File: src/ple_pkg.sv
// shared types, constants and word conversions for the positional list engine
// used by ple_ctrl, ple_dp and positional_list_engine; no dependencies
package ple_pkg;

  localparam int CAPACITY   = 64;
  localparam int DATA_WIDTH = 32;

  localparam int POS_W = 7;
  localparam int LEN_W = 7;
  localparam int VAL_W = 32;

  localparam int IDX_W = $clog2(CAPACITY);
  localparam int CNT_W = $clog2(CAPACITY + 1);
  localparam int CMP_W = (CNT_W > POS_W) ? CNT_W : POS_W;

  typedef enum logic [1:0] {
    CMD_INSERT = 2'd0,
    CMD_REMOVE = 2'd1,
    CMD_READ   = 2'd2,
    CMD_CLEAR  = 2'd3
  } cmd_t;

  typedef enum logic [2:0] {
    ST_IDLE,
    ST_CHECK,
    ST_SHIFT_RD,
    ST_SHIFT_WR,
    ST_PUT,
    ST_READ_WAIT
  } state_t;

  typedef struct packed {
    logic load;
    logic rd_shift;
    logic rd_pos;
    logic wr_shift;
    logic wr_value;
    logic cnt_inc;
    logic cnt_dec;
    logic cnt_clr;
    logic finish;
    logic fin_ok;
    logic fin_read;
  } ctl_t;

  typedef struct packed {
    cmd_t cmd;
    logic pos_ok;
    logic shift_more;
    logic shift_more_next;
  } stat_t;

  function automatic logic [DATA_WIDTH-1:0] to_word(input logic signed [VAL_W-1:0] v);
    logic signed [63:0] ext;
    ext = 64'(v);
    return ext[DATA_WIDTH-1:0];
  endfunction

  function automatic logic [VAL_W-1:0] from_word(input logic signed [DATA_WIDTH-1:0] w);
    logic signed [63:0] ext;
    ext = 64'(w);
    return ext[VAL_W-1:0];
  endfunction

endpackage

File: src/positional_list_engine.sv
// Ordered list of up to 64 signed words with insert, remove, read and clear at a
// position. A request is taken when start is high and busy is low; its result shows
// on ok, read_value and length when done is high for exactly one cycle, stays there
// until the next result, and cannot be held off. Entries sit in a single-port-write,
// registered-read memory, so each entry moved takes a read state and a write state.
// done is high in the first cycle that busy is low, so the next request may be taken
// while the result is shown.
// top level of the positional list engine; instantiates ple_ctrl and ple_dp
// depends on ple_pkg
module positional_list_engine (
  input  logic                              clk,
  input  logic                              rst,
  input  logic                              start,
  output logic                              busy,
  input  logic [1:0]                        cmd,
  input  logic [ple_pkg::POS_W-1:0]         position,
  input  logic signed [ple_pkg::VAL_W-1:0]  value,
  output logic                              done,
  output logic                              ok,
  output logic signed [ple_pkg::VAL_W-1:0]  read_value,
  output logic [ple_pkg::LEN_W-1:0]         length
);

  ple_pkg::ctl_t  ctl;
  ple_pkg::stat_t stat;

  ple_ctrl u_ctrl (
    .clk   (clk),
    .rst   (rst),
    .start (start),
    .stat  (stat),
    .busy  (busy),
    .ctl   (ctl)
  );

  ple_dp u_dp (
    .clk        (clk),
    .rst        (rst),
    .ctl        (ctl),
    .cmd        (cmd),
    .position   (position),
    .value      (value),
    .stat       (stat),
    .done       (done),
    .ok         (ok),
    .read_value (read_value),
    .length     (length)
  );

  a_accept_busy: assert property (@(posedge clk) disable iff (rst)
    (start && !busy) |=> busy)
    else $error("request taken but engine not busy");

  a_done_after_busy: assert property (@(posedge clk) disable iff (rst)
    done |-> $past(busy))
    else $error("result without a request in progress");

  a_fail_zero: assert property (@(posedge clk) disable iff (rst)
    (done && !ok) |-> (read_value == '0))
    else $error("failed request returned a nonzero value");

  a_len_cap: assert property (@(posedge clk) disable iff (rst)
    done |-> (ple_pkg::CMP_W'(length) <= ple_pkg::CMP_W'(ple_pkg::CAPACITY)))
    else $error("length above capacity");

endmodule

File: src/ple_ctrl.sv
// sequencer for the positional list engine: accepts a request and steps
// the datapath through checks, element moves and the result; uses ple_pkg
module ple_ctrl (
  input  logic             clk,
  input  logic             rst,
  input  logic             start,
  input  ple_pkg::stat_t   stat,
  output logic             busy,
  output ple_pkg::ctl_t    ctl
);

  ple_pkg::state_t state, state_next;

  always_ff @(posedge clk) begin
    if (rst) begin
      state <= ple_pkg::ST_IDLE;
    end else begin
      state <= state_next;
    end
  end

  always_comb begin
    state_next = state;
    ctl        = '0;
    busy       = (state != ple_pkg::ST_IDLE);
    unique case (state)
      ple_pkg::ST_IDLE: begin
        if (start) begin
          ctl.load   = 1'b1;
          state_next = ple_pkg::ST_CHECK;
        end
      end
      ple_pkg::ST_CHECK: begin
        unique case (stat.cmd)
          ple_pkg::CMD_INSERT: begin
            if (!stat.pos_ok) begin
              ctl.finish = 1'b1;
              state_next = ple_pkg::ST_IDLE;
            end else if (stat.shift_more) begin
              state_next = ple_pkg::ST_SHIFT_RD;
            end else begin
              state_next = ple_pkg::ST_PUT;
            end
          end
          ple_pkg::CMD_REMOVE: begin
            if (!stat.pos_ok) begin
              ctl.finish = 1'b1;
              state_next = ple_pkg::ST_IDLE;
            end else if (stat.shift_more) begin
              state_next = ple_pkg::ST_SHIFT_RD;
            end else begin
              ctl.cnt_dec = 1'b1;
              ctl.finish  = 1'b1;
              ctl.fin_ok  = 1'b1;
              state_next  = ple_pkg::ST_IDLE;
            end
          end
          ple_pkg::CMD_READ: begin
            if (!stat.pos_ok) begin
              ctl.finish = 1'b1;
              state_next = ple_pkg::ST_IDLE;
            end else begin
              ctl.rd_pos = 1'b1;
              state_next = ple_pkg::ST_READ_WAIT;
            end
          end
          ple_pkg::CMD_CLEAR: begin
            ctl.cnt_clr = 1'b1;
            ctl.finish  = 1'b1;
            ctl.fin_ok  = 1'b1;
            state_next  = ple_pkg::ST_IDLE;
          end
          default: begin
            state_next = ple_pkg::ST_IDLE;
          end
        endcase
      end
      ple_pkg::ST_SHIFT_RD: begin
        ctl.rd_shift = 1'b1;
        state_next   = ple_pkg::ST_SHIFT_WR;
      end
      ple_pkg::ST_SHIFT_WR: begin
        ctl.wr_shift = 1'b1;
        if (stat.shift_more_next) begin
          state_next = ple_pkg::ST_SHIFT_RD;
        end else if (stat.cmd == ple_pkg::CMD_INSERT) begin
          state_next = ple_pkg::ST_PUT;
        end else begin
          ctl.cnt_dec = 1'b1;
          ctl.finish  = 1'b1;
          ctl.fin_ok  = 1'b1;
          state_next  = ple_pkg::ST_IDLE;
        end
      end
      ple_pkg::ST_PUT: begin
        ctl.wr_value = 1'b1;
        ctl.cnt_inc  = 1'b1;
        ctl.finish   = 1'b1;
        ctl.fin_ok   = 1'b1;
        state_next   = ple_pkg::ST_IDLE;
      end
      ple_pkg::ST_READ_WAIT: begin
        ctl.finish   = 1'b1;
        ctl.fin_ok   = 1'b1;
        ctl.fin_read = 1'b1;
        state_next   = ple_pkg::ST_IDLE;
      end
      default: begin
        state_next = ple_pkg::ST_IDLE;
      end
    endcase
  end

endmodule

File: src/ple_dp.sv
// datapath of the positional list engine: entry memory, count, move cursor,
// request and result registers; uses ple_pkg
module ple_dp (
  input  logic                              clk,
  input  logic                              rst,
  input  ple_pkg::ctl_t                     ctl,
  input  logic [1:0]                        cmd,
  input  logic [ple_pkg::POS_W-1:0]         position,
  input  logic signed [ple_pkg::VAL_W-1:0]  value,
  output ple_pkg::stat_t                    stat,
  output logic                              done,
  output logic                              ok,
  output logic signed [ple_pkg::VAL_W-1:0]  read_value,
  output logic [ple_pkg::LEN_W-1:0]         length
);

  logic [ple_pkg::DATA_WIDTH-1:0] mem [ple_pkg::CAPACITY];

  ple_pkg::cmd_t                  req_cmd;
  logic [ple_pkg::CMP_W-1:0]      req_pos;
  logic [ple_pkg::DATA_WIDTH-1:0] req_word;
  logic [ple_pkg::CNT_W-1:0]      count, count_next;
  logic [ple_pkg::CNT_W-1:0]      idx;
  logic [ple_pkg::DATA_WIDTH-1:0] rd_data;

  logic [ple_pkg::CMP_W:0]        pos_w, cnt_w, idx_w;
  logic [ple_pkg::CNT_W-1:0]      idx_dn, idx_up;
  logic                           is_insert;
  logic                           rd_en, wr_en;
  logic [ple_pkg::IDX_W-1:0]      rd_addr, wr_addr;
  logic [ple_pkg::DATA_WIDTH-1:0] wr_data;

  assign pos_w     = (ple_pkg::CMP_W + 1)'(req_pos);
  assign cnt_w     = (ple_pkg::CMP_W + 1)'(count);
  assign idx_w     = (ple_pkg::CMP_W + 1)'(idx);
  assign idx_dn    = idx - 1'b1;
  assign idx_up    = idx + 1'b1;
  assign is_insert = (req_cmd == ple_pkg::CMD_INSERT);

  // status toward the sequencer
  always_comb begin
    stat.cmd = req_cmd;
    if (is_insert) begin
      stat.pos_ok = (pos_w <= cnt_w) &&
                    (cnt_w < (ple_pkg::CMP_W + 1)'(ple_pkg::CAPACITY));
      stat.shift_more      = (idx_w > pos_w);
      stat.shift_more_next = ((idx_w - 1'b1) > pos_w);
    end else begin
      stat.pos_ok          = (pos_w < cnt_w);
      stat.shift_more      = ((idx_w + 1'b1) < cnt_w);
      stat.shift_more_next = ((idx_w + 2'd2) < cnt_w);
    end
  end

  // memory port selection
  always_comb begin
    rd_en   = ctl.rd_shift | ctl.rd_pos;
    rd_addr = req_pos[ple_pkg::IDX_W-1:0];
    if (ctl.rd_shift) begin
      rd_addr = is_insert ? idx_dn[ple_pkg::IDX_W-1:0] : idx_up[ple_pkg::IDX_W-1:0];
    end
    wr_en   = ctl.wr_shift | ctl.wr_value;
    wr_addr = ctl.wr_shift ? idx[ple_pkg::IDX_W-1:0] : req_pos[ple_pkg::IDX_W-1:0];
    wr_data = ctl.wr_shift ? rd_data : req_word;
  end

  always_ff @(posedge clk) begin
    if (wr_en) begin
      mem[wr_addr] <= wr_data;
    end
    if (rd_en) begin
      rd_data <= mem[rd_addr];
    end
  end

  always_comb begin
    count_next = count;
    if (ctl.cnt_clr) begin
      count_next = '0;
    end else if (ctl.cnt_inc) begin
      count_next = count + 1'b1;
    end else if (ctl.cnt_dec) begin
      count_next = count - 1'b1;
    end
  end

  always_ff @(posedge clk) begin
    if (rst) begin
      count <= '0;
      done  <= 1'b0;
    end else begin
      count <= count_next;
      done  <= ctl.finish;
    end
  end

  // request capture and move cursor
  always_ff @(posedge clk) begin
    if (ctl.load) begin
      req_cmd  <= ple_pkg::cmd_t'(cmd);
      req_pos  <= ple_pkg::CMP_W'(position);
      req_word <= ple_pkg::to_word(value);
      if (ple_pkg::cmd_t'(cmd) == ple_pkg::CMD_INSERT) begin
        idx <= count;
      end else begin
        idx <= ple_pkg::CNT_W'(position);
      end
    end else if (ctl.wr_shift) begin
      idx <= is_insert ? idx_dn : idx_up;
    end
  end

  // result registers
  always_ff @(posedge clk) begin
    if (ctl.finish) begin
      ok         <= ctl.fin_ok;
      read_value <= ctl.fin_read ? ple_pkg::from_word(rd_data) : '0;
      length     <= ple_pkg::LEN_W'(count_next);
    end
  end

endmodule
File: config.mk
export PLATFORM = sky130hd
export DESIGN_NAME = positional_list_engine
export DESIGN_NICKNAME = d
export VERILOG_FILES = /design/src/ple_pkg.sv /design/src/positional_list_engine.sv /design/src/ple_ctrl.sv /design/src/ple_dp.sv
export SDC_FILE = /design/constraint.sdc
export NUM_CORES = 2
export LEC_CHECK = 0
export ABC_AREA = 1
export BUFFER_PORTS_ARGS = -buffer_cell sky130_fd_sc_hd__buf_2
export CAP_MARGIN = 20
export CORE_MARGIN = 2
export CORE_UTILIZATION = 40
export DETAILED_ROUTE_END_ITERATION = 8
export PLACE_DENSITY = 0.56
export SLEW_MARGIN = 15
export SYNTH_ARGS = -nofsm -noshare
export SYNTH_HDL_FRONTEND = slang
export SYNTH_SLANG_ARGS = --single-unit
File: constraint.sdc
create_clock -name clk -period 6.1 [get_ports clk]
set_clock_uncertainty 0.1 [all_clocks]
set_input_delay 0.915 -clock clk [delete_from_list [all_inputs] [get_ports clk]]
set_output_delay 0.915 -clock clk [all_outputs]
set_load 0.02 [all_outputs]
== Yosys cells after proc, flatten, opt, wreduce, memory -nomap -nowiden ==
Memory sizes are Yosys's and may differ from the RTL's. A register that Yosys moved wholly into a read port is not among the register bits.
Cells that the tools add are included.
Storage, ports and cells
  logic and storage cells: 94
  flip-flop bits (word level): 99
  bits in writable memories: 2048
  memories kept: 1
Cells by class
  magnitude comparators: 7
  $add $sub $neg: 7
  reductions and logical operators: 8
  bitwise operators: 2
  multiplexer cells: 50
  eq/ne operators: 9
Memories
  u_dp.mem: depth 64, bits a word 32, rd ports 1, clocked after Yosys merged registers in 1, write ports 1, line ple_dp.sv:17  | logic [ple_pkg::DATA_WIDTH-1:0] mem [ple_pkg::CAPACITY];
Operators with widths (number)
  $mux W7: 7
  $mux W32: 1
  $pmux W3 S4: 2
  $mux W3: 7
  $mux W1: 20
  $mux W6: 3
  $lt A8 B7 Y1: 2
  $add A7 B1 Y7 const B: 2
  $sub A7 B1 Y7 const B: 2
  $mux W2: 6
  $add A7 B1 Y8 const B: 1
  $add A7 B2 Y8 const B: 1
  $gt A8 B7 Y1: 1
  $sub A7 B1 Y8 const B: 1
  $gt A7 B7 Y1: 1
  $le A7 B7 Y1: 1
  $lt A7 B7 Y1: 1
  $lt A7 B7 Y1 const B: 1
  $eq A3 B2 Y1 const B: 2
  $eq A3 B3 Y1 const B: 2
  $pmux W2 S3: 1
  $eq A2 B2 Y1 const B: 2
  $logic_not A2 Y1: 2
  $pmux W1 S2: 2
  10 further kinds: 12

== Longest topological paths before layout ==
  depth in word-level cells: 10
  depth in mapped cells: 19
  mapped depth without buffers: 19

== Modules after synthesis ==
Synthesis repeated with hierarchy kept, for this count alone.
Unflattened totals
  cell total of the unflattened synthesis: 8132
  area total of the unflattened synthesis: 91674.2 µm²
Modules (own cells, without submodules)
  ple_dp: area each 91382.6 µm², times used 1, cells each 8077, seq. area each 65262.6 µm²
  ple_ctrl: area each 291.5 µm², times used 1, cells each 55, seq. area each 60.1 µm²

== Least setup slack after synthesis ==
OpenSTA, ideal clock, no wires.
  path kind: flip-flop to flip-flop
  from: register u_ctrl.state[0]
  to: memory u_dp.mem[0][0] in the netlist's numbering (data pin)
  required time: 5.298 ns
  data arrival time: 3.877 ns
  stages on the path, launching flop included: 8
  period minus slack after synthesis: 4.679 ns
  setup slack: 1.421 ns
  cells stage by stage: dfxtp_1 > inv_1 > nor3_2 > inv_1 > buf_2 > clkbuf_1 > clkbuf_1 > o21ai_0
Between the ends
  word-level cells in the longest chain between the ends: 3
Ends and longest elaborated chain
  from (decl): line ple_ctrl.sv:12  | ple_pkg::state_t state, state_next;
  from (signal assigned): line ple_ctrl.sv:16  | state <= ple_pkg::ST_IDLE;
  from (signal assigned): line ple_ctrl.sv:18  | state <= state_next;
  $eq A3 B2 Y1: line ple_ctrl.sv:26  | unique case (state)
  $mux W1: line ple_ctrl.sv:26
  $mux W32: line ple_dp.sv:64  | wr_data = ctl.wr_shift ? rd_data : req_word;
  named net u_dp.wr_data (one bit): line ple_dp.sv:31  | logic [ple_pkg::DATA_WIDTH-1:0] wr_data;
  to (decl): line ple_dp.sv:17
The timed path passes the listed nets, and every way through them passes these cells.

== Worst setup path in the final report ==
  from: register u_ctrl.state[0]
  to: memory u_dp.mem[51][14] in the netlist's numbering, enable pin
Between the ends
  word-level cells in the longest chain between the ends: 5
Ends and longest elaborated chain
  $eq A3 B2 Y1 or $eq A3 B3 Y1 (tied branches): line ple_ctrl.sv:26
  $mux W1 or $mux W2 (tied branches): line ple_ctrl.sv:26
  $or A1 B1 Y1: line ple_dp.sv:62  | wr_en = ctl.wr_shift | ctl.wr_value;
  $mux W1: line ple_dp.sv:68  | if (wr_en) begin
  $mux W1 (not written as such): line ple_dp.sv:69  | mem[wr_addr] <= wr_data;
Several ways; a longest one is shown, not always the timed one.

==> metrics.txt <==
most frequent cell on the critical path=inv_1; CTS tree=built; Starting Density=40.24%; post-synth net total=8022; Syn-to-layout area delta=13.31%; kind of critical path=register to register; Leak Pwr=37.72 nW; Worst EP arrival=5.12 ns; CP Data Required Time=6.46 ns; Final Cycle Share=78.08%; P_sw=8.362 mW; Worst Hold End=u_dp.req_word[16]$_DFFE_PP_; Reg2Reg Launch Point=u_ctrl.state[0]$_SDFFE_PP0P_; Setup Fix Bufs, Post-CTS=0; initial antenna violation count=15; TNS Setup=0 ns; Worst slew margin=24.77%; DR vias/cell=5.338; nets=8061; combinational power share=10.1%; clk sinks=2179; first-pass GRT wire length=383000 µm; synth unique cells=33; chip height=479.4 µm; Yosys reg bits=2179; GRT Resource Usage Total=22.36%; Top delay family on crit path=simple AND/OR/NAND/NOR gates; Sw Ratio=25.17%; final worst path period need=4.763 ns; drt pass-1 iters=5; Hold WC Path Type=input pin to register; Post-synth EDFFs=2168; clock power share=39.5%; Max Cap Viol=0; hold path startpoint=value[16]; post-synth top area share=72.01%; I/O pin cnt=86; status=finished clean; Synth area leaders=edfxtp_1 72%, nand2_1 10%, nand3_1 5.5%; initial drt markers=7067; worst slew pin tran=1.126 ns; final hold violation count=0; Clk pin slew, worst setup/hold paths=0.06 ns; clock root buffer=clkbuf_16; sequential power share=50.4%; RSZ-0062 raised after global routing=no; crit path max fanout=32; num rows=174; Placer Congestion=0.9016; Hold-fix buffers, CTS=0; H-Tree Depth=4; FMAX=210.0 MHz; clock latency at the later pin of the worst-skew pair=0.87 ns; CP max stage delay=1.12 ns; Pwr Total=33.22 mW; Port-buffer cells=85; FF-to-FF path depth=8; DRC violations left=0; largest net degree at the start of global routing=138; ys flop type=edfxtp_1; worst vdd ir=0.0002425 V; via count=59530; total buffers and inverters traversed by the critical path=3; CTS Buffer Depth=3; Final Max Tran Viols=0; Async S/R FF share, synth=0%; core outline area=224700 µm²; Die ar.=229800 µm²; Die X=479.4 µm; GRT overflow=0; slowest cell on the critical path=nor2_4; leading area contributor after synthesis=edfxtp_1; syn_area_per_cell=11.39 µm²; internal power=24.86 mW; cells after synthesis=7938; post-DR wirelength/cell=23.50 µm; CP endpoint kind=register; critical path, cell by cell=inv_1 > nor3_2 > inv_4 > o21ai_0 > inv_1 > nor2_1 > nand3_1 > nor2_4; post-CTS sizing=0; Ys Warns=0; Routed WL=262100 µm; PD cells=324.3 nW/µm²; Antenna Nets Post-Route=0; Setup crit start kind=register; number of global-route vias before repair=55840; dpl hpwl=151000 µm; R2R Setup Slk=1.34 ns; count of final setup violators=0; WHS Path Cells=1; layout cells sized above 1=9.363%; CTS Buf Count=218; final core utilization=45.60%; RR Endpoint=u_dp.mem[51][14]$_DFFE_PP_; Post-Syn Area=90410 µm²; register area share after synthesis=72.25%
flip-flops by register name, indices dropped and copies added (netlist names):
signal,flops
u_dp.read_value,32
u_dp.ok,1
u_dp.req_pos,7
u_ctrl.state,3
u_dp.count,7
u_dp.mem,2048
u_dp.length,7
u_dp.rd_data,32
u_dp.req_word,32
u_dp.idx,7
u_dp.done,1
u_dp.req_cmd,2
Yosys cell counts (all sizes together) (3+ instances only):
cell,count
or2,65
o21ai,383
a21oi,20
buf,361
nor3,10
inv,307
mux2,3
ha,40
o211ai,139
xor2,12
nand3,998
nor2,771
clkbuf,101
dfxtp,11
nand4,8
a21o,3
nand2,2526
edfxtp,2168
and3,3
layer usage:
layer / GRT usage [%] / vias up / wire, µm
met5: 0 / - / 13
met4: 4.871 / 2 / 4857
met3: 4.343 / 320 / 21830
met2: 34.49 / 2337 / 119300
met1: 32.80 / 29480 / 116100
li1: - / 27390 / -
cell type report:
cell class                      instances  area, µm²
Inverter                              307       1167
Clock buffer                          274       5729
Clock inverter                        129       1149
Timing Repair Buffer                  281       2698
Sequential cell                      2179      65320
Multi-Input combinational cell       4990      22640
Fill cell                           20590     122200
Tap cell                             2992       3744
Antenna cell                            1      2.502
power by group through the flow:
| stage | logic (mW) | clock network (mW) | registers (mW) |
|---|---|---|---|
| 5_1_grt | 3.64 | 13.9 | 16.7 |
| 3_3_place_gp | 3.29 | 0 | 17.1 |
| 3_5_place_dp | 3.32 | 0 | 17.1 |
| 6_report | 3.34 | 13.1 | 16.7 |
| 4_1_cts | 3.33 | 13.3 | 16.7 |
| 2_1_floorplan | 1.94 | 0 | 17.1 |
through the flow:
stage | setup WS [ns] | hold WS [ns] | cells | instance area [µm²]
floorplan | 1.421 | 0.4052 | 7938 | 90410
global placement | 1.433 | 0.4284 | 10720 | 95020
detailed placement | 1.472 | 0.4377 | 10740 | 95340
CTS | 1.457 | 0.06213 | 11140 | 102200
global route | 1.121 | 0.07541 | 11150 | 102400
finish | 1.337 | 0.1205 | 11150 | 102400
cells in the final DEF (no fill, tap or decap), types with 3 or more instances in the layout:
cell type   count
buf_2          85
o21ai_4        38
dfxtp_1        11
nand2_1      2522
bufinv_16      17
nand4_1         8
nor3_1          9
o211ai_1      139
clkbuf_16     221
clkinv_2       42
o21ai_1        37
edfxtp_1     2168
buf_16          5
inv_6           5
clkinv_8        4
inv_2           3
and3_1          3
a21oi_1        20
inv_16          3
xor2_1         11
nand2_2         3
or2_2          65
nand3_1       997
buf_4         134
o21ai_0       307
clkinvlp_4      4
mux2_2          3
a21o_1          3
inv_1         301
ha_1           40
clkbuf_1       53
nor2_4         64
clkinv_1       53
nor2_1        706
buf_12         56
cells by family after synthesis:
family	Yosys count	share of synthesized area (%)
compound gates	551	3.482
xor+xnor	13	0.1342
fa+ha+maj	40	0.5536
buf+inv	769	3.724
flops	2179	72.25
mux	3	0.03736
simple gates	4383	19.82
worst max path at each step:
stage / startpoint / endpoint / slack [ns] / cells after the start
after floorplan: u_ctrl.state[0]$_SDFFE_PP0P_ / u_dp.mem[0][0]$_DFFE_PP_ / 1.42 / 7
after global placement: u_ctrl.state[0]$_SDFFE_PP0P_ / u_dp.mem[54][10]$_DFFE_PP_ / 1.43 / 8
after detailed placement: u_ctrl.state[0]$_SDFFE_PP0P_ / u_dp.mem[51][8]$_DFFE_PP_ / 1.47 / 8
after CTS: u_ctrl.state[0]$_SDFFE_PP0P_ / u_dp.mem[51][14]$_DFFE_PP_ / 1.46 / 8
after global routing: u_ctrl.state[1]$_SDFFE_PP0P_ / u_dp.mem[55][30]$_DFFE_PP_ / 1.12 / 8
final: u_ctrl.state[0]$_SDFFE_PP0P_ / u_dp.mem[51][14]$_DFFE_PP_ / 1.34 / 8
Power figures use the tool's default switching activity.
